## src/rtl/scw_pkg.sv

```systemverilog
`timescale 1ns / 1ps
// ----------------------------------------------------------------------------
// scw_pkg
// shared types and constants of the scaled, rotated clip window block
// ----------------------------------------------------------------------------
package scw_pkg;

    localparam int COORD_W    = 12;                 // coordinate and register width
    localparam int OUT_W      = COORD_W + 1;        // panel and source offset width
    localparam int SCALE_SH   = 8;                  // log2 of the scale denominator
    localparam int SPAN_W     = 16;                 // scaled image length width
    localparam int PROD_W     = 2 * COORD_W;        // 12x12 product width
    localparam int DIVD_W     = 26;                 // dividend and quotient width
    localparam int DIV_STEPS  = 2;                  // quotient bits per divider stage
    localparam int DIV_STAGES = DIVD_W / DIV_STEPS;
    localparam int ADDR_W     = 5;
    localparam int DATA_W     = 32;
    localparam logic [COORD_W-1:0] SCALE_NUM_RST = 12'd256;

    typedef enum logic [2:0] {
        REG_IMAGE_WIDTH  = 3'd0,
        REG_IMAGE_HEIGHT = 3'd1,
        REG_CROP_X       = 3'd2,
        REG_CROP_Y       = 3'd3,
        REG_SCALE_NUM    = 3'd4,
        REG_ROTATION     = 3'd5,
        REG_TARGET_X     = 3'd6,
        REG_TARGET_Y     = 3'd7
    } reg_idx_t;

    typedef struct packed {
        logic [COORD_W-1:0] image_width;
        logic [COORD_W-1:0] image_height;
        logic [COORD_W-1:0] crop_x;
        logic [COORD_W-1:0] crop_y;
        logic [COORD_W-1:0] scale_num;
        logic [1:0]         rotation;
        logic [COORD_W-1:0] target_x;
        logic [COORD_W-1:0] target_y;
    } cfg_t;

    // per-axis info that rides along with the divider
    typedef struct packed {
        logic              fail;
        logic [SPAN_W-1:0] scaled;
    } axis_tag_t;

    // one long-division lane
    typedef struct packed {
        logic [COORD_W-1:0] rem;
        logic [DIVD_W-1:0]  num;
        logic [DIVD_W-1:0]  quo;
    } div_st_t;

    typedef struct packed {
        logic               ok;
        logic [OUT_W-1:0]   first;
        logic [COORD_W-1:0] count;
        logic [OUT_W-1:0]   off;
    } axis_res_t;

endpackage

```

## src/rtl/scw_div.sv

```systemverilog
`timescale 1ns / 1ps
// ----------------------------------------------------------------------------
// scw_div
// pipelined restoring divider, two quotients over one divisor
// ----------------------------------------------------------------------------
module scw_div import scw_pkg::*; (
    input  logic               aclk,
    input  logic               en,
    input  logic [COORD_W-1:0] divisor,
    input  logic [DIVD_W-1:0]  num_a,
    input  logic [DIVD_W-1:0]  num_b,
    input  axis_tag_t          tag_in,
    output logic [DIVD_W-1:0]  quo_a,
    output logic [DIVD_W-1:0]  quo_b,
    output axis_tag_t          tag_out
);

    div_st_t   a_reg   [DIV_STAGES+1];
    div_st_t   b_reg   [DIV_STAGES+1];
    axis_tag_t tag_reg [DIV_STAGES+1];
    div_st_t   a_next  [DIV_STAGES];
    div_st_t   b_next  [DIV_STAGES];

    function automatic div_st_t div_step(div_st_t s, logic [COORD_W-1:0] d);
        logic [COORD_W:0] t;
        div_st_t          r;
        t     = {s.rem, s.num[DIVD_W-1]};
        r.num = {s.num[DIVD_W-2:0], 1'b0};
        if (t >= {1'b0, d}) begin
            r.rem = COORD_W'(t - {1'b0, d});
            r.quo = {s.quo[DIVD_W-2:0], 1'b1};
        end else begin
            r.rem = t[COORD_W-1:0];
            r.quo = {s.quo[DIVD_W-2:0], 1'b0};
        end
        return r;
    endfunction

    always_comb begin
        for (int s = 0; s < DIV_STAGES; s++) begin
            a_next[s] = a_reg[s];
            b_next[s] = b_reg[s];
            for (int k = 0; k < DIV_STEPS; k++) begin
                a_next[s] = div_step(a_next[s], divisor);
                b_next[s] = div_step(b_next[s], divisor);
            end
        end
    end

    always_ff @(posedge aclk) begin
        if (en) begin
            a_reg[0]   <= '{rem: '0, num: num_a, quo: '0};
            b_reg[0]   <= '{rem: '0, num: num_b, quo: '0};
            tag_reg[0] <= tag_in;
            for (int s = 0; s < DIV_STAGES; s++) begin
                a_reg[s+1]   <= a_next[s];
                b_reg[s+1]   <= b_next[s];
                tag_reg[s+1] <= tag_reg[s];
            end
        end
    end

    assign quo_a   = a_reg[DIV_STAGES].quo;
    assign quo_b   = b_reg[DIV_STAGES].quo;
    assign tag_out = tag_reg[DIV_STAGES];

endmodule

```

## config.mk

```make
export PLATFORM = sky130hd
export DESIGN_NAME = scw_div
export DESIGN_NICKNAME = d
export VERILOG_FILES = /design/src/rtl/scw_pkg.sv /design/src/rtl/scw_div.sv
export SDC_FILE = /design/constraint.sdc
export NUM_CORES = 2
export LEC_CHECK = 0
export BUFFER_PORTS_ARGS = -buffer_cell sky130_fd_sc_hd__buf_2
export CORE_UTILIZATION = 55
export CTS_BUF_LIST = sky130_fd_sc_hd__clkbuf_8
export CTS_CLUSTER_SIZE = 10
export DETAILED_ROUTE_END_ITERATION = 12
export PLACE_DENSITY_LB_ADDON = 0.2
export SETUP_SLACK_MARGIN = 0.2
export SYNTH_ARGS = -nofsm -noshare
export SYNTH_HDL_FRONTEND = slang
export SYNTH_SLANG_ARGS = --single-unit
```

## constraint.sdc

```tcl
create_clock -name aclk -period 13.15 [get_ports aclk]
set_clock_uncertainty 0.15 [all_clocks]
set_input_delay 3.945 -clock aclk [delete_from_list [all_inputs] [get_ports aclk]]
set_output_delay 3.945 -clock aclk [all_outputs]
set_load 0.01 [all_outputs]
```

==> Word level (Yosys, flattened, before mapping) <==
Memory sizes are Yosys's and may differ from the RTL's.
Cells that the tools add are included.
W data, S select, Z words.
{ "word_totals": {"regBits": 0, "latch_bits": 0, "ram_bits": 2030, "rom_bits": 0, "in_bits": 83, "output_inout_bits": 69, "wordCells": 213, "mem_count": 3} }
{ "classes": {"add_sub_neg": 52, "multipliers": 0, "div_mod_pow": 0, "magnitude_cmp": 52, "n_eq_ne": 0, "shift": 0, "mux": 106, "bitwise_logic": 0, "n_reduce_logical": 0} }
{ "memory_table": {"columns": ["memory", "words", "word_bits", "read_ports", "rd_clocked_by_memory_dff", "wr", "line", "source"], "rows": [
  ["a_reg", 14, 64, 14, 0, 14, "scw_div.sv:18", "div_st_t a_reg [DIV_STAGES+1];"],
  ["b_reg", 14, 64, 14, 0, 14, "scw_div.sv:19", "div_st_t b_reg [DIV_STAGES+1];"],
  ["tag_reg", 14, 17, 14, 0, 14, "scw_div.sv:20", "axis_tag_t tag_reg [DIV_STAGES+1];"]
]} }
{ "op_table": {"columns": ["cell", "count"], "rows": [
  ["$ge A13 B12 Y1", 52],
  ["$mux W12", 52],
  ["$sub A12 B12 Y12", 52],
  ["$mux W1", 54]
]} }

==> Depth between registers and ports, before layout <==
An unclocked memory read counts as a cell.
{ "depth": {"ltp_word": 5, "mapped_depth": 22, "depth_no_buf": 19} }

==> Worst setup path before layout <==
No wires, ideal clock.
{ "synth_path": {"kind": "input -> register", "start": "input divisor[1]", "end": "memory b_reg[0][247] (netlist bit), data pin", "setup_ns": 0.260, "arrival_ns": 11.585, "required_ns": 12.740, "setup_slack_ns": 1.155, "cell_stages": 20, "n_path_buf": 2, "path_cell_list": "inv_1 ha_1 nor2b_1 o31a_1 o31a_1 o31a_1 o31ai_2 clkbuf_1 nand2_1 o21ai_0 ha_1 nor2b_1 o211ai_1 nand3b_1 o41ai_1 o211a_1 a21oi_1 and4bb_4 buf_6 mux2_4"} }
{ "synth_lines": {"columns": ["item", "line", "source"], "rows": [
  ["from (decl)", "scw_div.sv:9", "input logic [COORD_W-1:0] divisor,"],
  ["to (decl)", "scw_div.sv:19", null]
]} }

==> reports/results.ini <==
[layout]
finalInstanceArea_sq_um=76300
layout.cells.non_filler=7607
fin_util=0.607
layout-drive-gt1-share=0.161
nets=6521
area_growth_pct=9.31

[timing]
fmax_ghz=0.104
setup_tns_ps=0
fin_ws_ps=3550
setup_viol=0
fin_crit_sh=0.730
slew_viol_final=0
grt_setup_unrepaired=false
timing.final.crit_period_ps=9600
relSlewSlack=0.137
finalHoldViolations=0
tightest_slew_ps=1290

[placement]
dp_hpwl_microns=96500
pre_cts_ws_ps=2620
dp_cells=7231
place.gp.congestion=0.903
placed_cell_area_sq_um=72500
numPortBuffers=151

[cts]
clockBufferDepth=3
clockRootBuffer=clkbuf_8
cts-resized-gates=0
cts_setup_buffers=0
cts-buffers-inserted=203
hold_buffers=0
htreeDepth=4
cts_sinks=1254
clock_latency_ps=920
clk_pin_slew_ps=60
cts_tree=yes

[yosys]
ys_seq_area_frac=0.539
synth-main-ff-cell=edfxtp_1
synth_mux_area_frac=0.0719
synth_compound_area_frac=0.112
ys_seq_elements=1254
avgSynthCellArea_sq_um=12.7
synth-edff-count=1254
async_flop_share=0
synth_cells=5499
synth_warnings=0
yosys.area_share.adder=0.122
synth_cell_types=82
yosysTopAreaCellShare=0.539
synth.area.top_cells=edfxtp_1 (54%), ha_1 (11%), mux2_2 (6.3%)
synthXorXnorAreaFrac=0.0475
synth_area_sq_um=69800
synth_top_family_by_area=adder cells
syn_nets=6234
yosys.area.top_type=edfxtp_1
synth-simple-area-share=0.0828

[critical_path]
crit_type=in2reg
worstPathCellList=buf_2 -> inv_2 -> ha_1 -> o21ai_0 -> a21oi_1 -> o31ai_1 -> a211oi_1 -> o31ai_2 -> and2_1 -> inv_2 -> mux2i_1 -> ha_1 -> nor2b_1 -> o211ai_1 -> a21o_1 -> o2bb2ai_1 -> o21ai_0 -> o221a_2 -> a211oi_2 -> mux2_2
end_kind=flip-flop
critPathBufInv=3
cp_data_arrival_time_ps=10110
required_ps=13660
critPathMaxFanout=16
start_kind=input pin
critPathSlowestCell=a211oi_2
crit_family=compound AO/OA/AOI/OAI gates
max_stage_delay_ps=920

[grt]
grt_max_degree=173
grt_pass1_wl_microns=223000
grt_pass1_vias=43500
antenna_found_initial=5
gr-total-overflow=0
track_usage=0.217

[run]
drv_cap=0

[floorplanning]
ios=152
initial_core_util=0.555
coreArea_sq_um=126000
fp-row-count=130
die_h_microns=358
die_w_microns=358
dieArea_sq_um=128000

[power]
powerDensity_nw_per_um2=295
ir_worst_vdd_uv=149
p_leak_nw=29.6

[detailed_routing]
vias_per_cell=5.79
drt-total-wl_microns=140000
vias=44000
routedWlPerCell_microns=18.4
drc=0
final_antenna_net_count=0
drt_pass1_iterations=6
drt_iter0_drc=2904

[hold_path]
min_path_type=reg2reg

[run_status]
status=completed

==> cells by family (layout without fill, tap and decap cells) <==
family                   Yosys count  count (layout)
AO/OA/AOI/OAI                   1213            1213
XOR/XNOR                         379             379
adder cells (fa/ha/maj)          652             652
buffers and inverters            376             832
flip-flops                      1254            1254
multiplexers                     449             449
other                              0               2
AND/OR/NAND/NOR                 1176            1176
==> cell usage after synthesis (all sizes together) (9+ instances only) <==
cell	instances
edfxtp	1254
ha	604
mux2	400
a21oi	382
nor2	345
xnor2	268
o21ai	254
inv	249
nand2	202
nand3	123
nor3	120
xor2	111
a21o	99
buf	98
o21a	87
nor2b	75
nand4	72
nand2b	57
mux2i	49
o21bai	49
o31ai	49
fa	48
or3	41
a211oi	36
o211ai	35
and2	34
clkbuf	29
o31a	27
nor4	26
a21boi	23
a31oi	22
or2	22
a2111oi	20
o41ai	20
and3	19
a31o	15
o211a	14
nand3b	10
and4	9
o22ai	9
==> power by group <==
group          internal, W  switching [W]
Sequential         0.00584       0.000385
Combinational      0.00638        0.00671
Clock              0.00161        0.00159
Total               0.0138        0.00868
==> worst paths after layout <==
path         cells past startpoint       endpoint  slack (ps)           from
max reg2reg                     18  b_reg[0][181]        6880  b_reg[0][117]
min                              0  a_reg[1][108]         240   a_reg[1][42]
max                             20  b_reg[0][181]        3550     divisor[2]
min reg2reg                      0  a_reg[1][108]         240   a_reg[1][42]
==> per-layer routing <==
layer	vias up	global-route usage	part of all wire
li1	21600	-	-
met1	21100	0.292	0.46
met2	979	0.354	0.47
met3	294	0.0362	0.045
met4	2	0.0833	0.033
met5	-	0	0.000071
==> cell type report <==
class / instances / area [sq um]
inverter: 249 / 940
multi-input combinational: 3869 / 30500
timing repair buffer: 209 / 1320
clock buffer: 203 / 2790
antenna: 2 / 5.00
clock inverter: 171 / 1060
sequential: 1254 / 37700
fill: 9913 / 49400
tap: 1650 / 2060
==> cells in the final DEF, fill, tap and decap left out, types with 123 or more instances in the layout <==
| master | Yosys | final |
|---|---|---|
| nand3_1 | 123 | 123 |
| mux2_2 | 392 | 392 |
| edfxtp_1 | 1254 | 1254 |
| nor2_1 | 345 | 345 |
| o21ai_0 | 250 | 246 |
| inv_1 | 246 | 295 |
| buf_2 | 22 | 150 |
| ha_1 | 604 | 604 |
| clkbuf_8 | 0 | 203 |
| xnor2_1 | 268 | 268 |
| a21oi_1 | 382 | 382 |
| nand2_1 | 202 | 202 |
==> stage by stage <==
step | total power, W | hold slack (ps)
finish | 0.0225 | 241
CTS | 0.0226 | 239
global placement | 0.0189 | 250
global route | 0.0243 | 255
detailed placement | 0.0192 | 255
floorplan | 0.0167 | 250
Note: power is estimated with default switching activity, not from simulation.
