--- src/rtl/scw_pkg.sv ---
`timescale 1ns / 1ps
// ----------------------------------------------------------------------------
// scw_pkg
// shared types and constants of the scaled, rotated clip window block
// ----------------------------------------------------------------------------
package scw_pkg;

    localparam int COORD_W    = 12;                 // coordinate and register width
    localparam int OUT_W      = COORD_W + 1;        // panel and source offset width
    localparam int SCALE_SH   = 8;                  // log2 of the scale denominator
    localparam int SPAN_W     = 16;                 // scaled image length width
    localparam int PROD_W     = 2 * COORD_W;        // 12x12 product width
    localparam int DIVD_W     = 26;                 // dividend and quotient width
    localparam int DIV_STEPS  = 2;                  // quotient bits per divider stage
    localparam int DIV_STAGES = DIVD_W / DIV_STEPS;
    localparam int ADDR_W     = 5;
    localparam int DATA_W     = 32;
    localparam logic [COORD_W-1:0] SCALE_NUM_RST = 12'd256;

    typedef enum logic [2:0] {
        REG_IMAGE_WIDTH  = 3'd0,
        REG_IMAGE_HEIGHT = 3'd1,
        REG_CROP_X       = 3'd2,
        REG_CROP_Y       = 3'd3,
        REG_SCALE_NUM    = 3'd4,
        REG_ROTATION     = 3'd5,
        REG_TARGET_X     = 3'd6,
        REG_TARGET_Y     = 3'd7
    } reg_idx_t;

    typedef struct packed {
        logic [COORD_W-1:0] image_width;
        logic [COORD_W-1:0] image_height;
        logic [COORD_W-1:0] crop_x;
        logic [COORD_W-1:0] crop_y;
        logic [COORD_W-1:0] scale_num;
        logic [1:0]         rotation;
        logic [COORD_W-1:0] target_x;
        logic [COORD_W-1:0] target_y;
    } cfg_t;

    // per-axis info that rides along with the divider
    typedef struct packed {
        logic              fail;
        logic [SPAN_W-1:0] scaled;
    } axis_tag_t;

    // one long-division lane
    typedef struct packed {
        logic [COORD_W-1:0] rem;
        logic [DIVD_W-1:0]  num;
        logic [DIVD_W-1:0]  quo;
    } div_st_t;

    typedef struct packed {
        logic               ok;
        logic [OUT_W-1:0]   first;
        logic [COORD_W-1:0] count;
        logic [OUT_W-1:0]   off;
    } axis_res_t;

endpackage

--- src/rtl/scw_axis.sv ---
`timescale 1ns / 1ps
// ----------------------------------------------------------------------------
// scw_axis
// per-axis clamp, even alignment, rescale and placement, three stages
// ----------------------------------------------------------------------------
module scw_axis import scw_pkg::*; (
    input  logic               aclk,
    input  logic               en,
    input  logic [DIVD_W-1:0]  quo_a,
    input  logic [DIVD_W-1:0]  quo_b,
    input  axis_tag_t          tag,
    input  logic [COORD_W-1:0] base,
    input  logic [COORD_W-1:0] len,
    input  logic [COORD_W-1:0] n,
    input  logic               rev,
    output axis_res_t          res
);

    // stage 1: clamp and align
    logic [COORD_W-1:0]  b_c, b1;
    logic [DIVD_W:0]     a1;
    logic                par_b, fail1;

    logic                p1_fail_reg;
    logic [COORD_W-1:0]  p1_a_reg, p1_cnt_reg;
    logic [OUT_W-1:0]    p1_first_reg;
    logic [SPAN_W-1:0]   p1_scaled_reg;

    // stage 2: rescale start and count
    logic [PROD_W-1:0]   start_prod, outn_prod;
    logic                p2_fail_reg;
    logic [COORD_W-1:0]  p2_cnt_reg;
    logic [OUT_W-1:0]    p2_first_reg;
    logic [SPAN_W-1:0]   p2_scaled_reg, p2_start_reg, p2_outn_reg;

    // stage 3: offset on the scaled axis
    axis_res_t           res_reg;
    axis_res_t           res_next;

    always_comb begin
        b_c   = (quo_b > DIVD_W'(len)) ? len : quo_b[COORD_W-1:0];
        a1    = {1'b0, quo_a} + (DIVD_W+1)'(base[0] ^ quo_a[0]);
        par_b = base[0] ^ b_c[0];
        b1    = b_c - COORD_W'(par_b);
        fail1 = tag.fail || (par_b && (b_c == '0)) || ((DIVD_W+1)'(b1) <= a1);
    end

    assign start_prod = p1_a_reg * n;
    assign outn_prod  = p1_cnt_reg * n;

    always_comb begin
        res_next.ok    = !p2_fail_reg && (p2_outn_reg != '0);
        res_next.first = p2_first_reg;
        res_next.count = p2_cnt_reg;
        res_next.off   = rev ? OUT_W'(p2_scaled_reg - p2_start_reg - p2_outn_reg)
                             : p2_start_reg[OUT_W-1:0];
    end

    always_ff @(posedge aclk) begin
        if (en) begin
            p1_fail_reg   <= fail1;
            p1_a_reg      <= a1[COORD_W-1:0];
            p1_cnt_reg    <= b1 - a1[COORD_W-1:0];
            p1_first_reg  <= {1'b0, base} + {1'b0, a1[COORD_W-1:0]};
            p1_scaled_reg <= tag.scaled;

            p2_fail_reg   <= p1_fail_reg;
            p2_cnt_reg    <= p1_cnt_reg;
            p2_first_reg  <= p1_first_reg;
            p2_scaled_reg <= p1_scaled_reg;
            p2_start_reg  <= start_prod[SCALE_SH +: SPAN_W];
            p2_outn_reg   <= outn_prod[SCALE_SH +: SPAN_W];

            res_reg       <= res_next;
        end
    end

    assign res = res_reg;

endmodule

--- config.mk ---
export PLATFORM = sky130hd
export DESIGN_NAME = scw_axis
export DESIGN_NICKNAME = d
export VERILOG_FILES = /design/src/rtl/scw_pkg.sv /design/src/rtl/scw_axis.sv
export SDC_FILE = /design/constraint.sdc
export NUM_CORES = 1
export LEC_CHECK = 0
export BUFFER_PORTS_ARGS = -buffer_cell sky130_fd_sc_hd__clkbuf_2
export CAP_MARGIN = 25
export CORE_MARGIN = 3
export CORE_UTILIZATION = 46
export CTS_CLUSTER_SIZE = 28
export DETAILED_ROUTE_END_ITERATION = 8
export PLACE_DENSITY = 0.76
export REMOVE_ABC_BUFFERS = 1
export SETUP_SLACK_MARGIN = 0.5
export SLEW_MARGIN = 20
export SYNTH_ARGS = -nofsm -noshare
export SYNTH_HDL_FRONTEND = slang
export SYNTH_SLANG_ARGS = --single-unit
--- constraint.sdc ---
create_clock -name aclk -period 12.8 [get_ports aclk]
set_input_delay 3.84 -clock aclk [delete_from_list [all_inputs] [get_ports aclk]]
set_output_delay 3.84 -clock aclk [all_outputs]
set_load 0.02 [all_outputs]
; Word-level counts from Yosys, hierarchy flattened
; Index checks and enable logic that the tools add are counted.
[totals]
output_inout_bits = 39
in_bits = 108
wordCells = 36
reg_bits = 158
[classes]
bitwise_logic = 2
mux = 2
addsub = 6
n_reduce_logical = 7
order_cmp = 2
mul = 2
[op_table]
columns = cell, n
row1 = $add 26x1->27, 1
row2 = $le 12x27->1, 1
row3 = $gt 26x12->1, 1
row4 = $sub 13x13->13, 2
row5 = $mul 12x12->24, 1
row6 = $mul 12x12->21, 1
row7 = $reduce_bool 16->1, 1
row8 = $add 12x12->13, 1
row9 = $mux 13, 1
row10 = $logic_not 12->1, 1
row11 = $mux 12, 1
row12 = $sub 12x1->12, 1
row13 = $sub 12x12->12, 1
row14 = $logic_and 1x1->1, 2
row15 = $logic_or 1x1->1, 2
row16 = $xor 1x1->1, 2
row17 = $logic_not 1->1, 1

; Logic depth before layout (Yosys ltp)
[depth]
word_depth = 6
depth_mapped = 23
depth_no_buf = 22

; Worst setup path after synthesis
; OpenSTA, ideal clock, no wires.
[synth_path]
path_kind = input to register
from = input n[11]
to = register p2_outn_reg[14], data pin
n_path_buf = 1
cell_stages = 18
setup_slack_ps = 3977
setup_ps = 180
required_time_ps = 12620
arrival_ps = 8643
cell_sequence = clkbuf_1 -> nand2_1 -> fa_1 -> inv_1 -> fa_1 -> fa_1 -> inv_1 -> fa_1 -> inv_1 -> fa_1 -> ha_1 -> a21oi_1 -> o211ai_1 -> a211oi_1 -> a2bb2oi_1 -> o31ai_4 -> or4_1 -> o311ai_1
[synth_between]
elab_chain_cells = 1
[synth_lines]
columns = element, line
row1 = "start, declared", scw_axis.sv:14  ; input logic [COORD_W-1:0] n,
row2 = $mul 12x12->24, scw_axis.sv:49  ; assign outn_prod = p1_cnt_reg * n;
row3 = named net outn_prod[22], scw_axis.sv:30  ; logic [PROD_W-1:0] start_prod, outn_prod;
row4 = "end signal, assigned", scw_axis.sv:72  ; p2_outn_reg <= outn_prod[SCALE_SH +: SPAN_W];
row5 = "end, declared", scw_axis.sv:34  ; logic [SPAN_W-1:0] p2_scaled_reg, p2_start_reg, p2_outn_reg;
; The timed path passes the listed nets, and every way through them passes these cells.
; A chain may end at the register's enable or synchronous reset.

; Worst setup path after layout
[layout_path]
from = input n[5]
to = register p2_start_reg[9], data pin
[layout_between]
elab_chain_cells = 1
[layout_lines]
columns = element, line
row1 = $mul 12x12->21, scw_axis.sv:48  ; assign start_prod = p1_a_reg * n;
row2 = named net start_prod[17], scw_axis.sv:30
row3 = "end signal, assigned", scw_axis.sv:71  ; p2_start_reg <= start_prod[SCALE_SH +: SPAN_W];
row4 = "end, declared", scw_axis.sv:34
; The timed path passes the listed nets, and every way through them passes these cells.

==> run_results.csv <==
group,metric,value,unit
floorplan,die-area,0.03848,mm²
layout,nNetsFinal,2227,
placed_design,numPortBuffers,143,
global_routing,grt_first_pass_wirelength,61440,µm
detailed_routing,ant_nets,0,
logic_synthesis,ys_warn_count,0,
pwr,power,5.203,mW
sta,min_period,8.998,ns
floorplan,die_h,196.2,µm
layout,layout-drive-gt1-share,10.65,%
global_routing,grt-ovfl-total,0,
worst_hold_path,hold_path_class,"register to register",
detailed_routing,vias,11957,
sta,worst_slack,3.802,ns
clocking,cts_tree,"built",
clocking,cts_buffers,17,
logic_synthesis,netlist_area,0.01663,mm²
global_routing,grt_antenna_before_repair,0,
logic_synthesis,synth_cell_types,64,
sta,rsz0062_at_grt,"no",
pwr,p_int,2.746,mW
sta,tightest_slew,0.8676,ns
detailed_routing,dr.first_iter.drc_count,737,
floorplan,ios,147,
logic_synthesis,synth-main-ff-cell,"edfxtp_1",
pwr,clkPwrFrac,9.3,%
global_routing,grt_usage,19.88,%
clocking,htreeDepth,4,
layout,final_cells,2226,
pwr,p_switching,2.458,mW
detailed_routing,drc,0,
layout,fillers,3128,
sta,holdWs,0.4122,ns
layout,largest_reg_flops,38,
pwr,power_density,284.5,mW/mm²
sta,final_hold_viol_count,0,
floorplan,die_w,196.2,µm
logic_synthesis,postSynthAreaPerCell,10.12,µm²
pwr,power_frac_seq,18.6,%
pwr,p_leak,8.538,nW
setup_path,critPathKind,"primary input to register",
clocking,cts_root_buf,"clkbuf_16",
detailed_routing,wl_per_cell,16.77,µm
floorplan,fp.coreArea,0.03557,mm²
pwr,p_comb_share,72.1,%
clocking,cts.clk_slew.worst_paths,0.07,ns
clocking,cts_setup_buffers,0,
setup_path,path_max_fanout,24,
layout,finish.utilization,51.41,%
layout,diodes,0,
flow_run,drv_cap,0,
clocking,clk_latency,0.44,ns
sta,skew,0.01808,ns
layout,final_area,0.01829,mm²
placed_design,place_ws,3.416,ns
clocking,cts_resized,0,
floorplan,fp-row-count,69,
global_routing,grt_start_max_net_pins,90,
detailed_routing,wirelength,37330,µm
placed_design,place_area,0.01772,mm²
sta,setup_viol,0,
clocking,cts_sinks,155,
logic_synthesis,synth-seq-cells,155,
sta,period_share,70.29,%
logic_synthesis,seq_area_frac_synth,27.98,%
floorplan,start_util,46.76,%
setup_path,crit_path_start_kind,"primary input",
clocking,clock_path_buffers,2,
detailed_routing,vias_per_cell,5.372,
setup_path,endpoint_kind,"register",
clocking,ctsHoldBuffers,0,
sta,slew_violations,0,
placed_design,post-dp-hpwl,29370,µm
sta,fmax,111.1,MHz
global_routing,grt_pass1_vias,12777,
sta,fin_tns_setup,0,ns
logic_synthesis,synth_cells,1643,
setup_path,crit_required,13.01,ns
logic_synthesis,synth-edff-count,155,
placed_design,globalplace.congestion,0.8512,
setup_path,crit_arrival,9.21,ns
sta,maxSlewHeadroom,42.16,%
pwr,switching_share,47.23,%
layout,area_growth,9.944,%
logic_synthesis,async_reset_ff_share,0,%
run_status,status,"complete, no violations",
placed_design,placed_cells,2194,
detailed_routing,first_pass_iters,6,
pwr,ir_worst_vdd,0.2487,mV
## path summary, 6_finish.rpt
| path | start | endpoint | slack [ns] | depth (start not counted) |
|---|---|---|---|---|
| worst max-delay path | n[5] | p2_start_reg[9] | 3.80 | 16 |
| worst min register to register | p2_first_reg[7] | res[32] | 0.41 | 0 |
| worst min-delay path | p2_first_reg[7] | res[32] | 0.41 | 0 |
| worst max register to register | p1_cnt_reg[2] | p2_outn_reg[14] | 6.96 | 17 |
## final cells by class
cell class / count / area (µm²) / area share (%)
Multi-Input combinational cell: 1142 / 10660 / 58.31
Sequential cell: 155 / 4654 / 25.45
Inverter: 292 / 1096 / 5.993
Timing Repair Buffer: 144 / 729.5 / 3.989
Tap cell: 461 / 576.8 / 3.154
Clock buffer: 18 / 429.2 / 2.347
Clock inverter: 14 / 137.6 / 0.7526
## layer usage
metal	routed length, µm	GRT usage, %	vias up
li1	-	-	5558
met4	845	6.100	0
met5	0	0	-
met1	14920	23.94	5852
met3	2659	4.534	90
met2	18910	35.52	457
## worst max-delay path: stages
cell and delay (ns):
clkbuf_2 0.48, nand2_1 0.16, fa_1 0.57, inv_1 0.06, fa_1 0.44, fa_1 0.57
fa_1 0.44, fa_1 0.49, ha_1 0.37, a21o_1 0.20, a2111o_1 0.43, a21oi_1 0.24
nor3_1 0.12, or3b_1 0.39, a21oi_1 0.19, xnor2_1 0.22
## cell families after synthesis
kind of cell,synth area share (%)
simple gates,15.61
xor+xnor,4.581
buf+inv,7.906
flops,27.98
fa+ha+maj,37.08
compound gates,6.161
mux,0.6770
## layout by cell type, fill, tap and decap left out, drive strengths merged, types with 4 or more instances in the layout
cell type / instances
nand3: 25
inv: 297
nand2: 223
ha: 157
or4: 5
clkinv: 6
a21o: 13
nand2b: 8
o21bai: 6
nor3: 29
and2: 104
edfxtp: 155
o31ai: 6
o211ai: 4
a21oi: 48
nor4: 18
nor2b: 9
and3: 11
o21ai: 32
clkbuf: 160
a31oi: 6
o21a: 9
fa: 210
or3: 7
nand4: 17
nor2: 54
mux2i: 9
xor2: 27
xnor2: 60
## synth_stat cells, types with 10 or more instances
cell type	n	area, µm²
nor2_1	54	202.7
clkbuf_1	50	187.7
a21o_1	13	97.59
xor2_1	27	236.5
and3_1	10	62.56
fa_1	210	4204
ha_1	157	1964
nor4_1	18	112.6
a21oi_1	48	240.2
xnor2_1	60	525.5
nor3_1	29	145.1
nand4_1	16	100.1
nand3_1	24	120.1
inv_1	292	1096
nand2_1	223	837.1
o21ai_0	32	160.2
and2_1	104	650.6
edfxtp_1	155	4654
## power by group through the flow
stage	clock network [mW]	registers [mW]	logic, mW
2_1_floorplan	0	0.974	2.81
3_3_place_gp	0	0.976	3.50
3_5_place_dp	0	0.979	3.70
4_1_cts	0.498	0.970	3.74
5_1_grt	0.518	0.981	4.27
6_report	0.485	0.969	3.75
No activity file was read; power rests on OpenSTA's default activity.
