**src/rtl/scw_pkg.sv**
```systemverilog
`timescale 1ns / 1ps
// ----------------------------------------------------------------------------
// scw_pkg
// shared types and constants of the scaled, rotated clip window block
// ----------------------------------------------------------------------------
package scw_pkg;

    localparam int COORD_W    = 12;                 // coordinate and register width
    localparam int OUT_W      = COORD_W + 1;        // panel and source offset width
    localparam int SCALE_SH   = 8;                  // log2 of the scale denominator
    localparam int SPAN_W     = 16;                 // scaled image length width
    localparam int PROD_W     = 2 * COORD_W;        // 12x12 product width
    localparam int DIVD_W     = 26;                 // dividend and quotient width
    localparam int DIV_STEPS  = 2;                  // quotient bits per divider stage
    localparam int DIV_STAGES = DIVD_W / DIV_STEPS;
    localparam int ADDR_W     = 5;
    localparam int DATA_W     = 32;
    localparam logic [COORD_W-1:0] SCALE_NUM_RST = 12'd256;

    typedef enum logic [2:0] {
        REG_IMAGE_WIDTH  = 3'd0,
        REG_IMAGE_HEIGHT = 3'd1,
        REG_CROP_X       = 3'd2,
        REG_CROP_Y       = 3'd3,
        REG_SCALE_NUM    = 3'd4,
        REG_ROTATION     = 3'd5,
        REG_TARGET_X     = 3'd6,
        REG_TARGET_Y     = 3'd7
    } reg_idx_t;

    typedef struct packed {
        logic [COORD_W-1:0] image_width;
        logic [COORD_W-1:0] image_height;
        logic [COORD_W-1:0] crop_x;
        logic [COORD_W-1:0] crop_y;
        logic [COORD_W-1:0] scale_num;
        logic [1:0]         rotation;
        logic [COORD_W-1:0] target_x;
        logic [COORD_W-1:0] target_y;
    } cfg_t;

    // per-axis info that rides along with the divider
    typedef struct packed {
        logic              fail;
        logic [SPAN_W-1:0] scaled;
    } axis_tag_t;

    // one long-division lane
    typedef struct packed {
        logic [COORD_W-1:0] rem;
        logic [DIVD_W-1:0]  num;
        logic [DIVD_W-1:0]  quo;
    } div_st_t;

    typedef struct packed {
        logic               ok;
        logic [OUT_W-1:0]   first;
        logic [COORD_W-1:0] count;
        logic [OUT_W-1:0]   off;
    } axis_res_t;

endpackage

```
**src/rtl/scw_cfg.sv**
```systemverilog
`timescale 1ns / 1ps
// ----------------------------------------------------------------------------
// scw_cfg
// register file behind the apb-style configuration port
// ----------------------------------------------------------------------------
module scw_cfg import scw_pkg::*; (
    input  logic              aclk,
    input  logic              aresetn,
    input  logic              psel,
    input  logic              penable,
    input  logic              pwrite,
    input  logic [ADDR_W-1:0] paddr,
    input  logic [DATA_W-1:0] pwdata,
    output logic [DATA_W-1:0] prdata,
    output logic              pready,
    output cfg_t              cfg
);

    cfg_t     cfg_reg;
    reg_idx_t idx;

    assign idx    = reg_idx_t'(paddr[ADDR_W-1:2]);
    assign pready = 1'b1;
    assign cfg    = cfg_reg;

    always_ff @(posedge aclk) begin
        if (!aresetn) begin
            cfg_reg           <= '0;
            cfg_reg.scale_num <= SCALE_NUM_RST;
        end else if (psel && penable && pwrite) begin
            unique case (idx)
                REG_IMAGE_WIDTH:  cfg_reg.image_width  <= pwdata[COORD_W-1:0];
                REG_IMAGE_HEIGHT: cfg_reg.image_height <= pwdata[COORD_W-1:0];
                REG_CROP_X:       cfg_reg.crop_x       <= pwdata[COORD_W-1:0];
                REG_CROP_Y:       cfg_reg.crop_y       <= pwdata[COORD_W-1:0];
                REG_SCALE_NUM:    cfg_reg.scale_num    <= pwdata[COORD_W-1:0];
                REG_ROTATION:     cfg_reg.rotation     <= pwdata[1:0];
                REG_TARGET_X:     cfg_reg.target_x     <= pwdata[COORD_W-1:0];
                REG_TARGET_Y:     cfg_reg.target_y     <= pwdata[COORD_W-1:0];
                default: ;
            endcase
        end
    end

    always_comb begin
        unique case (idx)
            REG_IMAGE_WIDTH:  prdata = DATA_W'(cfg_reg.image_width);
            REG_IMAGE_HEIGHT: prdata = DATA_W'(cfg_reg.image_height);
            REG_CROP_X:       prdata = DATA_W'(cfg_reg.crop_x);
            REG_CROP_Y:       prdata = DATA_W'(cfg_reg.crop_y);
            REG_SCALE_NUM:    prdata = DATA_W'(cfg_reg.scale_num);
            REG_ROTATION:     prdata = DATA_W'(cfg_reg.rotation);
            REG_TARGET_X:     prdata = DATA_W'(cfg_reg.target_x);
            REG_TARGET_Y:     prdata = DATA_W'(cfg_reg.target_y);
            default:          prdata = '0;
        endcase
    end

endmodule

```
**config.mk**
```make
export PLATFORM = sky130hd
export DESIGN_NAME = scw_cfg
export DESIGN_NICKNAME = d
export VERILOG_FILES = /design/src/rtl/scw_pkg.sv /design/src/rtl/scw_cfg.sv
export SDC_FILE = /design/constraint.sdc
export NUM_CORES = 1
export LEC_CHECK = 0
export BUFFER_PORTS_ARGS = -buffer_cell sky130_fd_sc_hd__clkbuf_2
export CAP_MARGIN = 20
export CORE_UTILIZATION = 48
export CTS_BUF_LIST = sky130_fd_sc_hd__clkbuf_4 sky130_fd_sc_hd__clkbuf_8 sky130_fd_sc_hd__clkbuf_16
export DETAILED_ROUTE_END_ITERATION = 8
export PLACE_DENSITY = 0.8
export SKIP_CTS_REPAIR_TIMING = 1
export SLEW_MARGIN = 20
export SYNTH_ARGS = -nofsm -noshare
export SYNTH_HDL_FRONTEND = slang
export SYNTH_SLANG_ARGS = --single-unit
```
**constraint.sdc**
```tcl
create_clock -name aclk -period 1.55 [get_ports aclk]
set_input_delay 0.2325 -clock aclk [delete_from_list [all_inputs] [get_ports aclk]]
set_output_delay 0.2325 -clock aclk [all_outputs]
set_load 0.03 [all_outputs]
```
Yosys cells after proc, flatten, opt, wreduce, memory -nomap -nowiden

Index checks and enable logic that the tools add are counted.
W data, S select, Z words.

Eq/ne operators: 7
Multiplexer cells: 1
Reduce and logical (&&, ||, !) cells: 11

Operators with widths:

| kind                 | count |
|---|---|
| $pmux W32 S8         | 1 |
| $reduce_and A2 Y1    | 8 |
| $eq A3 B3 Y1 const B | 4 |
| $eq A3 B2 Y1 const B | 2 |
| $eq A3 B1 Y1 const B | 1 |
| $logic_not A3 Y1     | 1 |
| $logic_and A1 B1 Y1  | 2 |

Flip-flop bits (word level): 86
Bits of input ports: 42
Output and inout bits: 119
Logic and storage cells: 27

Depth between registers and ports, before layout

Gate-level depths: netlist of run 1.

Word-level depth: 3
Gate-level depth with buffers: 7
Mapped depth without buffers: 4

Least setup slack after synthesis of run 1

Ideal clock, no wire load.

Path type: input port to output port
Start: input port paddr[2]
End: output port prdata[2]
Arrival: 1349 ps
Required time: 1317 ps
Slack: -32 ps
Stages on the path: 6
Buffers on the path: 3
Path through: clkbuf_2 buf_4 buf_4 mux2i_1 o22ai_1 o22a_1

Longest elaborated chain between the ends: 2
Elaborated cells between the ends (all ways): 9
Those cells by class: 7 x eq/ne; 1 x mux; 1 x reduce/logical

RTL lines:

| what                                 | line          | text |
|---|---|---|
| start: declaration                   | scw_cfg.sv:12 | `input logic [ADDR_W-1:0] paddr,` |
| $eq A3 B3 Y1 (tied with other cells) | scw_cfg.sv:46 | `unique case (idx)` |
| $pmux W32 S8 (*)                     | scw_cfg.sv:46 |  |
| end: declaration                     | scw_cfg.sv:14 | `output logic [DATA_W-1:0] prdata,` |

Every way passes the cells marked *; elsewhere a longest branch is shown, timed or not. The select of a mux whose other input is x is not followed.

Worst setup path in the final report of run 1

Start: register cfg_reg (netlist bit cfg[50])
End: output port prdata[0]

Longest elaborated chain between the ends: 1

RTL lines:

| what               | line          | text |
|---|---|---|
| start: declaration | scw_cfg.sv:19 | `cfg_t cfg_reg;` |
| $pmux W32 S8       | scw_cfg.sv:46 |  |

Every way passes these cells. The select of a mux whose other input is x is not followed.

==> flow_metrics.py, run 1 <==
metrics = {
    "run_status": {
        "status": "complete, but fails checks",
        "violations": "setup timing",
    },
    "detailed_routing": {
        "firstDrtPassIters": 4,
        "drt_iter0_drc": 178,
        "via_count": 3871,
        "ant_nets": 0,
        "avgViaCountPerCell": 5.45,
        "avgRoutedWirePerCell_um": 16.0,
        "drt_wl_total_um": 11300,
        "drc": 0,
    },
    "critical_path": {
        "slowest_stage": "o32a_1",
        "path_delay_family": "compound AO/OA/AOI/OAI gates",
        "crit_path_start_kind": "register",
        "cp-end-kind": "output pin",
        "cp_num_buf_inv": 1,
        "path_max_fanout": 3,
        "cp_cell_sequence": "nor2b_1 > o32ai_1 > o32a_1 > buf_6",
        "crit_required_ns": 1.32,
        "arrival_ns": 1.43,
        "path_class": "reg2out",
        "critPathMaxStageDelay_ns": 0.38,
    },
    "placed_design": {
        "place_congestion": 0.847,
        "io_buffers": 117,
        "place_hpwl_um": 8330,
        "dpl-instance-area_um2": 4730,
        "dp_cells": 683,
    },
    "timing": {
        "max_freq_mhz": 600,
        "fin_skew_ns": 0,
        "slew_viol_final": 0,
        "fin_crit_ns": 1.67,
        "finalSetupTns_ns": -0.367,
        "rsz0062_at_grt": "true",
        "hold_viol_final": 0,
        "setup_ws_ns": -0.116,
        "final-setup-viol-count": 11,
        "fin_crit_sh_pct": 107,
    },
    "global_route": {
        "grt_start_max_net_pins": 33,
        "grt_overflow": 0,
        "grt.total_usage_pct": 26.3,
        "grt_pass1_wl_um": 17200,
        "antenna_found_initial": 0,
        "grt_pass1_vias": 3497,
    },
    "clock_network": {
        "root_buffer": "clkbuf_8",
        "clk_latency_ns": 0.35,
        "cts.sinks": 86,
        "cts_tree": "done",
        "htreeDepth": 3,
        "cts_buffers": 9,
        "clkTransAtPathRegs_ns": 0.09,
        "cts_buffer_depth": 2,
    },
    "finish": {
        "stdcell_count": 710,
        "drive_above_1_share_pct": 41.8,
        "largest_reg_flops": 86,
        "nFillCells": 639,
        "syn_to_final_growth_pct": 34.7,
        "fin_util_pct": 67.1,
        "finalInstanceArea_um2": 5210,
        "nNetsFinal": 645,
        "antenna_cells": 0,
    },
    "floorplanning": {
        "fp.dieH_um": 91.8,
        "die-area_um2": 8420,
        "chipWidth_um": 91.8,
        "top_level_ports": 161,
        "num_rows": 32,
        "coreArea_um2": 7770,
        "start_util_pct": 49.8,
    },
    "synthesis": {
        "ys_async_sr_fraction_pct": 0,
        "yosys.cell_types.count": 33,
        "synth_edf_count": 0,
        "yosys_warnings": 0,
        "ys_ff_latch": 86,
        "syn_inst": 469,
        "synth-main-ff-cell": "dfxtp_1",
        "synth.avg_cell_area_um2": 8.25,
        "synth_area_um2": 3870,
        "ys_seq_area_share_pct": 44.5,
    },
    "flow_run": {
        "drv_cap": 0,
    },
    "power_and_ir_drop": {
        "ir_drop_v": 0.000777,
        "p_leak_nw": 2.24,
        "pwr_density_cell_nw_per_um2": 854,
    },
    "worst_hold_path": {
        "min_path_type": "in2reg",
    },
}
## final cells by class
cell class | count | area (um^2) | share of cell area [%]
multi-input combinational | 334 | 1910 | 36.7
sequential | 86 | 1770 | 34.0
timing repair buffer | 169 | 1180 | 22.6
clock buffer | 11 | 151 | 2.91
tap | 102 | 128 | 2.45
clock inverter | 5 | 57.6 | 1.10
inverter | 3 | 11.3 | 0.216
## Yosys cell counts, types with 6 or more instances
cell / n / area (um^2)
mux2i_1: 26 / 260
dfxtp_1: 86 / 1720
o22a_1: 6 / 52.6
nand3_1: 85 / 425
nor2_1: 12 / 45.0
o21ai_0: 50 / 250
o21ai_1: 37 / 185
buf_2: 15 / 75.1
nand2_1: 48 / 180
buf_4: 24 / 180
clkbuf_1: 20 / 75.1
a21oi_1: 8 / 40.0
nand2b_1: 6 / 37.5
## worst reg2reg max path: cells and delay by family (launching register included)
kind | cells | cell delay [ns]
AND/OR/NAND/NOR | 1 | 0.03
buffers and inverters | 1 | 0.10
flip-flops | 1 | 0.36
AO/OA/AOI/OAI | 1 | 0.14
## metal layers
layer / GRT usage, % / part of all wire [%]
met2: 47.4 / 52
met4: 9.11 / 1.9
met1: 30.2 / 40
met5: 0 / 0
met3: 6.47 / 6.1
## worst paths after layout
kind	startpoint	end	slack, ns	cells past startpoint
min reg2reg	cfg[52]	cfg[52]	0.47	2
min	pwdata[7]	cfg[33]	0.12	3
max	cfg[50]	prdata[0]	-0.12	4
max reg2reg	cfg[66]	cfg[66]	0.83	3
## report_power, final
group          total (W)  switching, W  internal, W
combinational   0.000581      0.000374     0.000208
clock            0.00163      0.000802     0.000829
sequential       0.00224     0.0000140      0.00222
total            0.00445       0.00119      0.00326
## layout by cell type, fill, tap and decap left out, types with 5 or more instances in the layout
| cell | count |
|---|---|
| nor2_1 | 11 |
| a21oi_1 | 5 |
| dfxtp_1 | 44 |
| buf_4 | 42 |
| o221a_2 | 5 |
| mux2i_1 | 23 |
| o22a_2 | 5 |
| nand2b_1 | 5 |
| dfxtp_2 | 42 |
| clkbuf_2 | 103 |
| o22ai_1 | 5 |
| conb_1 | 21 |
| o211ai_1 | 5 |
| buf_12 | 9 |
| clkbuf_8 | 11 |
| nand2_1 | 48 |
| nand3_1 | 85 |
| o21ai_1 | 38 |
| o21ai_0 | 49 |
| buf_6 | 14 |
## logic make-up (layout without fill, tap and decap cells)
group                  Yosys count  in the layout  synth area share (%)
buffers and inverters           68            188                  9.44
flip-flops                      86             86                  44.5
AO/OA/AOI/OAI                  124            124                  18.5
other                            2             21                 0.194
AND/OR/NAND/NOR                163            163                  20.6
multiplexers                    26             26                  6.73
## stage by stage
stage / worst slack [ns] / hold slack [ns] / power, W
3_5_place_dp: -0.172 / 0.467 / 0.00282
4_1_cts: -0.182 / 0.112 / 0.00442
3_3_place_gp: -0.122 / 0.462 / 0.00281
6_report: -0.116 / 0.124 / 0.00445
5_1_grt: -0.183 / 0.128 / 0.00461
2_1_floorplan: -0.00993 / 0.361 / 0.00267
Power figures use the tool's default switching activity.
==> inputs of run 2 (changes only) <==
--- a/config.mk
+++ b/config.mk
@@ -8,3 +8,2 @@
 export BUFFER_PORTS_ARGS = -buffer_cell sky130_fd_sc_hd__clkbuf_2
-export CAP_MARGIN = 20
 export CORE_UTILIZATION = 48
--- a/constraint.sdc
+++ b/constraint.sdc
@@ -3,2 +3,2 @@
 set_output_delay 0.2325 -clock aclk [all_outputs]
-set_load 0.03 [all_outputs]
+set_load 0.05 [all_outputs]
==> flow_metrics.py, run 2 (same netlist as run 1, synthesis figures left out) <==
metrics = {
    "global_route": {
        "grt_pass1_vias": 3591,
        "grt.total_usage_pct": 26.9,
        "grt_pass1_wl_um": 17500,
        "antenna_found_initial": 0,
        "grt_overflow": 0,
        "grt_start_max_net_pins": 41,
    },
    "placed_design": {
        "dpl-instance-area_um2": 4720,
        "place_congestion": 0.940,
        "place_hpwl_um": 8440,
        "io_buffers": 117,
    },
    "detailed_routing": {
        "via_count": 3912,
        "avgRoutedWirePerCell_um": 16.3,
        "drc": 0,
        "ant_nets": 0,
        "avgViaCountPerCell": 5.60,
        "firstDrtPassIters": 5,
        "drt_iter0_drc": 189,
        "drt_wl_total_um": 11400,
    },
    "finish": {
        "largest_reg_flops": 86,
        "antenna_cells": 0,
        "finalInstanceArea_um2": 5110,
        "syn_to_final_growth_pct": 32.1,
        "layout_commonest_cell": "clkbuf_2",
        "layout_common_cells": "clkbuf_2, nand3_1, dfxtp_1",
        "nFillCells": 656,
        "register_area_um2": 1760,
        "nNetsFinal": 634,
        "drive_above_1_share_pct": 38.9,
        "multi_input_area_um2": 1900,
    },
    "clock_network": {
        "clkTransAtPathRegs_ns": 0.09,
        "cts_buffer_depth": 2,
        "cts.sinks": 86,
        "clk_latency_ns": 0.36,
        "cts_buffers": 9,
        "cts_tree": "done",
        "htreeDepth": 3,
        "root_buffer": "clkbuf_8",
    },
    "critical_path": {
        "crit_path_start": "cfg[0]",
        "critPathMaxStageDelay_ns": 0.38,
        "regToRegStartpoint": "cfg[48]",
        "path_class": "reg2out",
        "slowest_stage": "o32a_2",
        "cp_cell_sequence": "mux2i_1 > nor2_1 > o32a_2 > buf_6",
        "crit_path_start_kind": "register",
        "cp-end-kind": "output pin",
        "cp_num_buf_inv": 1,
        "crit_required_ns": 1.32,
        "path_delay_family": "compound AO/OA/AOI/OAI gates",
        "path_max_fanout": 3,
        "arrival_ns": 1.46,
    },
    "worst_hold_path": {
        "worstHoldStart": "pwdata[8]",
        "min_path_type": "in2reg",
    },
    "timing": {
        "setup_ws_ns": -0.147,
        "fin_skew_ns": 0,
        "final-setup-viol-count": 12,
        "finalSetupTns_ns": -0.810,
        "fin_crit_ns": 1.70,
        "slew_viol_final": 0,
        "hold_viol_final": 0,
        "fin_crit_sh_pct": 109,
        "rsz0062_at_grt": "true",
        "max_freq_mhz": 589,
    },
    "power_and_ir_drop": {
        "pwr_density_cell_nw_per_um2": 874,
        "ir_drop_v": 0.000779,
        "comb_power_share_pct": 14.9,
        "power.switching_w": 0.00125,
        "swShare_pct": 28.0,
        "intPower_w": 0.00322,
        "seqPwrFrac_pct": 50.1,
        "p_leak_nw": 2.18,
        "clkPwrFrac_pct": 34.9,
    },
    "floorplanning": {
        "coreArea_um2": 7770,
        "num_rows": 32,
        "die-area_um2": 8420,
        "start_util_pct": 49.8,
        "chipWidth_um": 91.8,
        "fp.dieH_um": 91.8,
        "top_level_ports": 161,
    },
    "flow_run": {
        "drv_cap": 0,
    },
    "run_status": {
        "violations": "setup timing",
        "status": "complete, but fails checks",
    },
}
## run 2: cell count changes in the layout (fill, tap and decap cells not counted), sizes merged
cell and change:
clkinv +1, clkbuf -2, buf -9, clkinvlp -2
## run 2: worst paths after layout
| path | slack [ns] | cells past startpoint | end |
|---|---|---|---|
| worst max-delay path | -0.15 | 4 | prdata[0] |
| worst min-delay path | 0.12 | 3 | cfg[34] |
| worst max register to register | 0.86 | 3 | cfg[48] |
| worst min register to register | 0.47 | 2 | cfg[54] |
## run 2: power groups by stage
stage	combinational, W	clock [W]	sequential [W]
finish	0.000667	0.00156	0.00224
floorplan	0.000433	0	0.00234
detailed placement	0.000616	0	0.00229
CTS	0.000618	0.00158	0.00224
global placement	0.000606	0	0.00229
global route	0.000699	0.00169	0.00224
## run 2: cell type report
class / instances / area share, %
inverters: 3 / 0.220
repair buffers: 158 / 21.8
multi-input cells: 334 / 37.2
well taps: 102 / 2.50
flip-flops and latches: 86 / 34.5
clock inverters: 4 / 0.930
clock buffers: 11 / 2.84
## run 2: through the flow
stage / hold slack [ns] / total power [W] / std cells / util (%) / worst slack (ns)
2_1_floorplan: 0.361 / 0.00278 / 488 / - / -0.0196
3_3_place_gp: 0.456 / 0.00290 / 678 / 60.7 / -0.189
3_5_place_dp: 0.466 / 0.00291 / 678 / 60.7 / -0.232
4_1_cts: 0.112 / 0.00444 / 693 / 63.2 / -0.255
5_1_grt: 0.124 / 0.00463 / 698 / 65.8 / -0.198
6_report: 0.124 / 0.00447 / 698 / 65.8 / -0.147
## run 2: metal layers
| layer | GRT usage [%] | up-vias | part of all wire, % |
|---|---|---|---|
| met3 | 6.30 | 32 | 6.5 |
| li1 | - | 1870 | - |
| met2 | 48.5 | 181 | 52 |
| met5 | 0 | - | 0 |
| met1 | 30.2 | 1829 | 38 |
| met4 | 11.5 | 0 | 3.4 |
## run 2: worst register-to-register path, cell delays in order (launching register included)
cell and delay, ns:
dfxtp_2 0.33, buf_4 0.13, nand3_1 0.05, o21ai_0 0.07
==> inputs of run 3 (changes only) <==
- ABC_AREA: unset -> 1
- CORE_ASPECT_RATIO: unset -> 0.75
- PLACE_DENSITY: 0.8 -> 0.78
==> flow_metrics.py, run 3 <==
metrics = {
    "timing": {
        "final-setup-viol-count": 0,
        "holdWs_ns": 0.249,
        "rsz0062_at_grt": "true",
        "fin_crit_sh_pct": 98.6,
        "fin_skew_ns": 0,
        "hold_viol_final": 0,
        "max_freq_mhz": 655,
        "slew_viol_final": 0,
        "fin_crit_ns": 1.53,
    },
    "power_and_ir_drop": {
        "intPower_w": 0.00370,
        "pwr_density_cell_nw_per_um2": 915,
        "power.switching_w": 0.00153,
        "total_power_w": 0.00523,
        "ir_drop_v": 0.000694,
        "p_leak_nw": 2.70,
        "seqPwrFrac_pct": 43.3,
        "swShare_pct": 29.3,
        "clkPwrFrac_pct": 42.9,
        "comb_power_share_pct": 13.8,
    },
    "synthesis": {
        "synth_area_um2": 4320,
        "ys_ff_latch": 86,
        "yosys.cell_types.count": 24,
        "yosys_warnings": 0,
        "synth-main-ff-cell": "dfxtp_1",
        "synth_commonest_cells": "nor2_1, dfxtp_1, o21ai_1",
        "synth_edf_count": 0,
        "synth.most_common_cell": "nor2_1",
        "ys_async_sr_fraction_pct": 0,
        "ys_seq_area_share_pct": 39.8,
        "synth.avg_cell_area_um2": 7.05,
        "yosysTopAreaCell": "dfxtp_1",
        "synth_top_area_share_pct": 39.8,
        "synth.area.top_cells": "dfxtp_1, nor2_1, o21ai_1",
        "syn_inst": 613,
    },
    "finish": {
        "layout_common_cells": "nor2_1, clkbuf_2, dfxtp_1",
        "drive_above_1_share_pct": 32.1,
        "register_area_um2": 1740,
        "nFillCells": 729,
        "syn_to_final_growth_pct": 32.3,
        "antenna_cells": 0,
        "fin_util_pct": 66.5,
        "nNetsFinal": 776,
        "largest_reg_flops": 86,
        "layout_commonest_cell": "nor2_1",
        "multi_input_area_um2": 2210,
    },
    "floorplanning": {
        "coreArea_um2": 8600,
        "fp.dieH_um": 84.2,
        "num_rows": 29,
        "top_level_ports": 161,
        "chipWidth_um": 112,
        "start_util_pct": 50.3,
        "die-area_um2": 9390,
    },
    "detailed_routing": {
        "firstDrtPassIters": 8,
        "drt_wl_total_um": 13900,
        "drc": 12,
        "via_count": 4724,
        "avgRoutedWirePerCell_um": 16.4,
        "drt_iter0_drc": 544,
        "ant_nets": 0,
        "avgViaCountPerCell": 5.58,
    },
    "run_status": {
        "violations": "DRC",
        "status": "complete, but fails checks",
    },
    "clock_network": {
        "cts.sinks": 86,
        "cts_buffers": 9,
        "root_buffer": "clkbuf_16",
        "cts_buffer_depth": 2,
        "clkTransAtPathRegs_ns": 0.06,
        "htreeDepth": 3,
        "cts_tree": "done",
        "clk_latency_ns": 0.35,
    },
    "global_route": {
        "grt.total_usage_pct": 29.3,
        "grt_start_max_net_pins": 87,
        "antenna_found_initial": 0,
        "grt_pass1_vias": 4271,
        "grt_pass1_wl_um": 21500,
        "grt_overflow": 0,
    },
    "critical_path": {
        "cp-end-kind": "output pin",
        "endpoint": "prdata[3]",
        "path_max_fanout": 5,
        "crit_required_ns": 1.32,
        "crit_path_start_kind": "input port",
        "regToRegStartpoint": "cfg[15]",
        "crit_path_start": "paddr[2]",
        "timing.rr.end": "cfg[15]",
        "path_class": "in2out",
        "arrival_ns": 1.30,
        "reg2reg_depth": 3,
        "r2r_slack_ns": 0.83,
    },
    "placed_design": {
        "place_congestion": 0.924,
        "place_hpwl_um": 9730,
        "io_buffers": 117,
    },
    "flow_run": {
        "drv_cap": 0,
    },
    "worst_hold_path": {
        "min_path_type": "in2reg",
    },
}
[run 3: cell families (layout without fill, tap and decap cells)]
group,after synthesis,in the layout,share of synthesized area (%)
buf+inv,100,207,13.0
compound gates,85,85,9.84
other cells,2,21,0.174
simple gates,340,340,37.1
flops,86,86,39.8
[run 3: how the worst min path moves through the flow]
| stage | start | end | slack (ns) | cells after the start |
|---|---|---|---|---|
| finish | pwdata[6] | cfg[6] | 0.25 | 3 |
| global route | pwdata[6] | cfg[44] | 0.27 | 3 |
| CTS | pwdata[10] | cfg[36] | 0.24 | 3 |
| detailed placement | cfg[34] | cfg[34] | 0.48 | 2 |
| global placement | cfg[34] | cfg[34] | 0.47 | 2 |
| floorplan | pwdata[8] | cfg[34] | 0.36 | 2 |
[run 3: metal layers]
metal  track usage, %  share of wire [%]  vias to the layer above
li1                 -                  -                     2242
met1             38.9                 43                     2170
met2             47.2                 45                      290
met3             8.09                 11                       22
met4             7.99                1.3                        0
met5                0                  0                        -
[run 3: cell type report]
type / count / area share (%)
clock buffer: 9 / 3.94
clock inverter: 7 / 1.44
inverter: 29 / 2.04
multi-input combinational: 446 / 38.7
sequential: 86 / 30.4
tap: 108 / 2.36
timing repair buffer: 162 / 21.1
[run 3: power groups by stage]
stage	sequential, W	clock, W	combinational [W]
after floorplan	0.00241	0	0.000409
final	0.00226	0.00225	0.000719
after global routing	0.00227	0.00235	0.000752
after global placement	0.00231	0	0.000662
after detailed placement	0.00231	0	0.000669
after CTS	0.00226	0.00226	0.000672
[run 3: critical path, stage by stage]
cell     delay [ns]
buf_8          0.13
buf_6          0.13
nand2_8        0.07
nor2_8         0.05
buf_6          0.13
nand2_1        0.05
nand2_1        0.06
nor2_2         0.15
nand3_2        0.12
buf_12         0.16
[run 3: through the flow]
step	area [um^2]	setup slack [ns]	setup TNS [ns]	cells
finish	5720	0.0222	0	847
global route	5720	-0.0491	-0.0803	847
CTS	5500	-0.0719	-0.535	839
detailed placement	5190	-0.0672	-0.499	823
global placement	5190	-0.0652	-0.348	823
floorplan	4400	0.0169	0	632
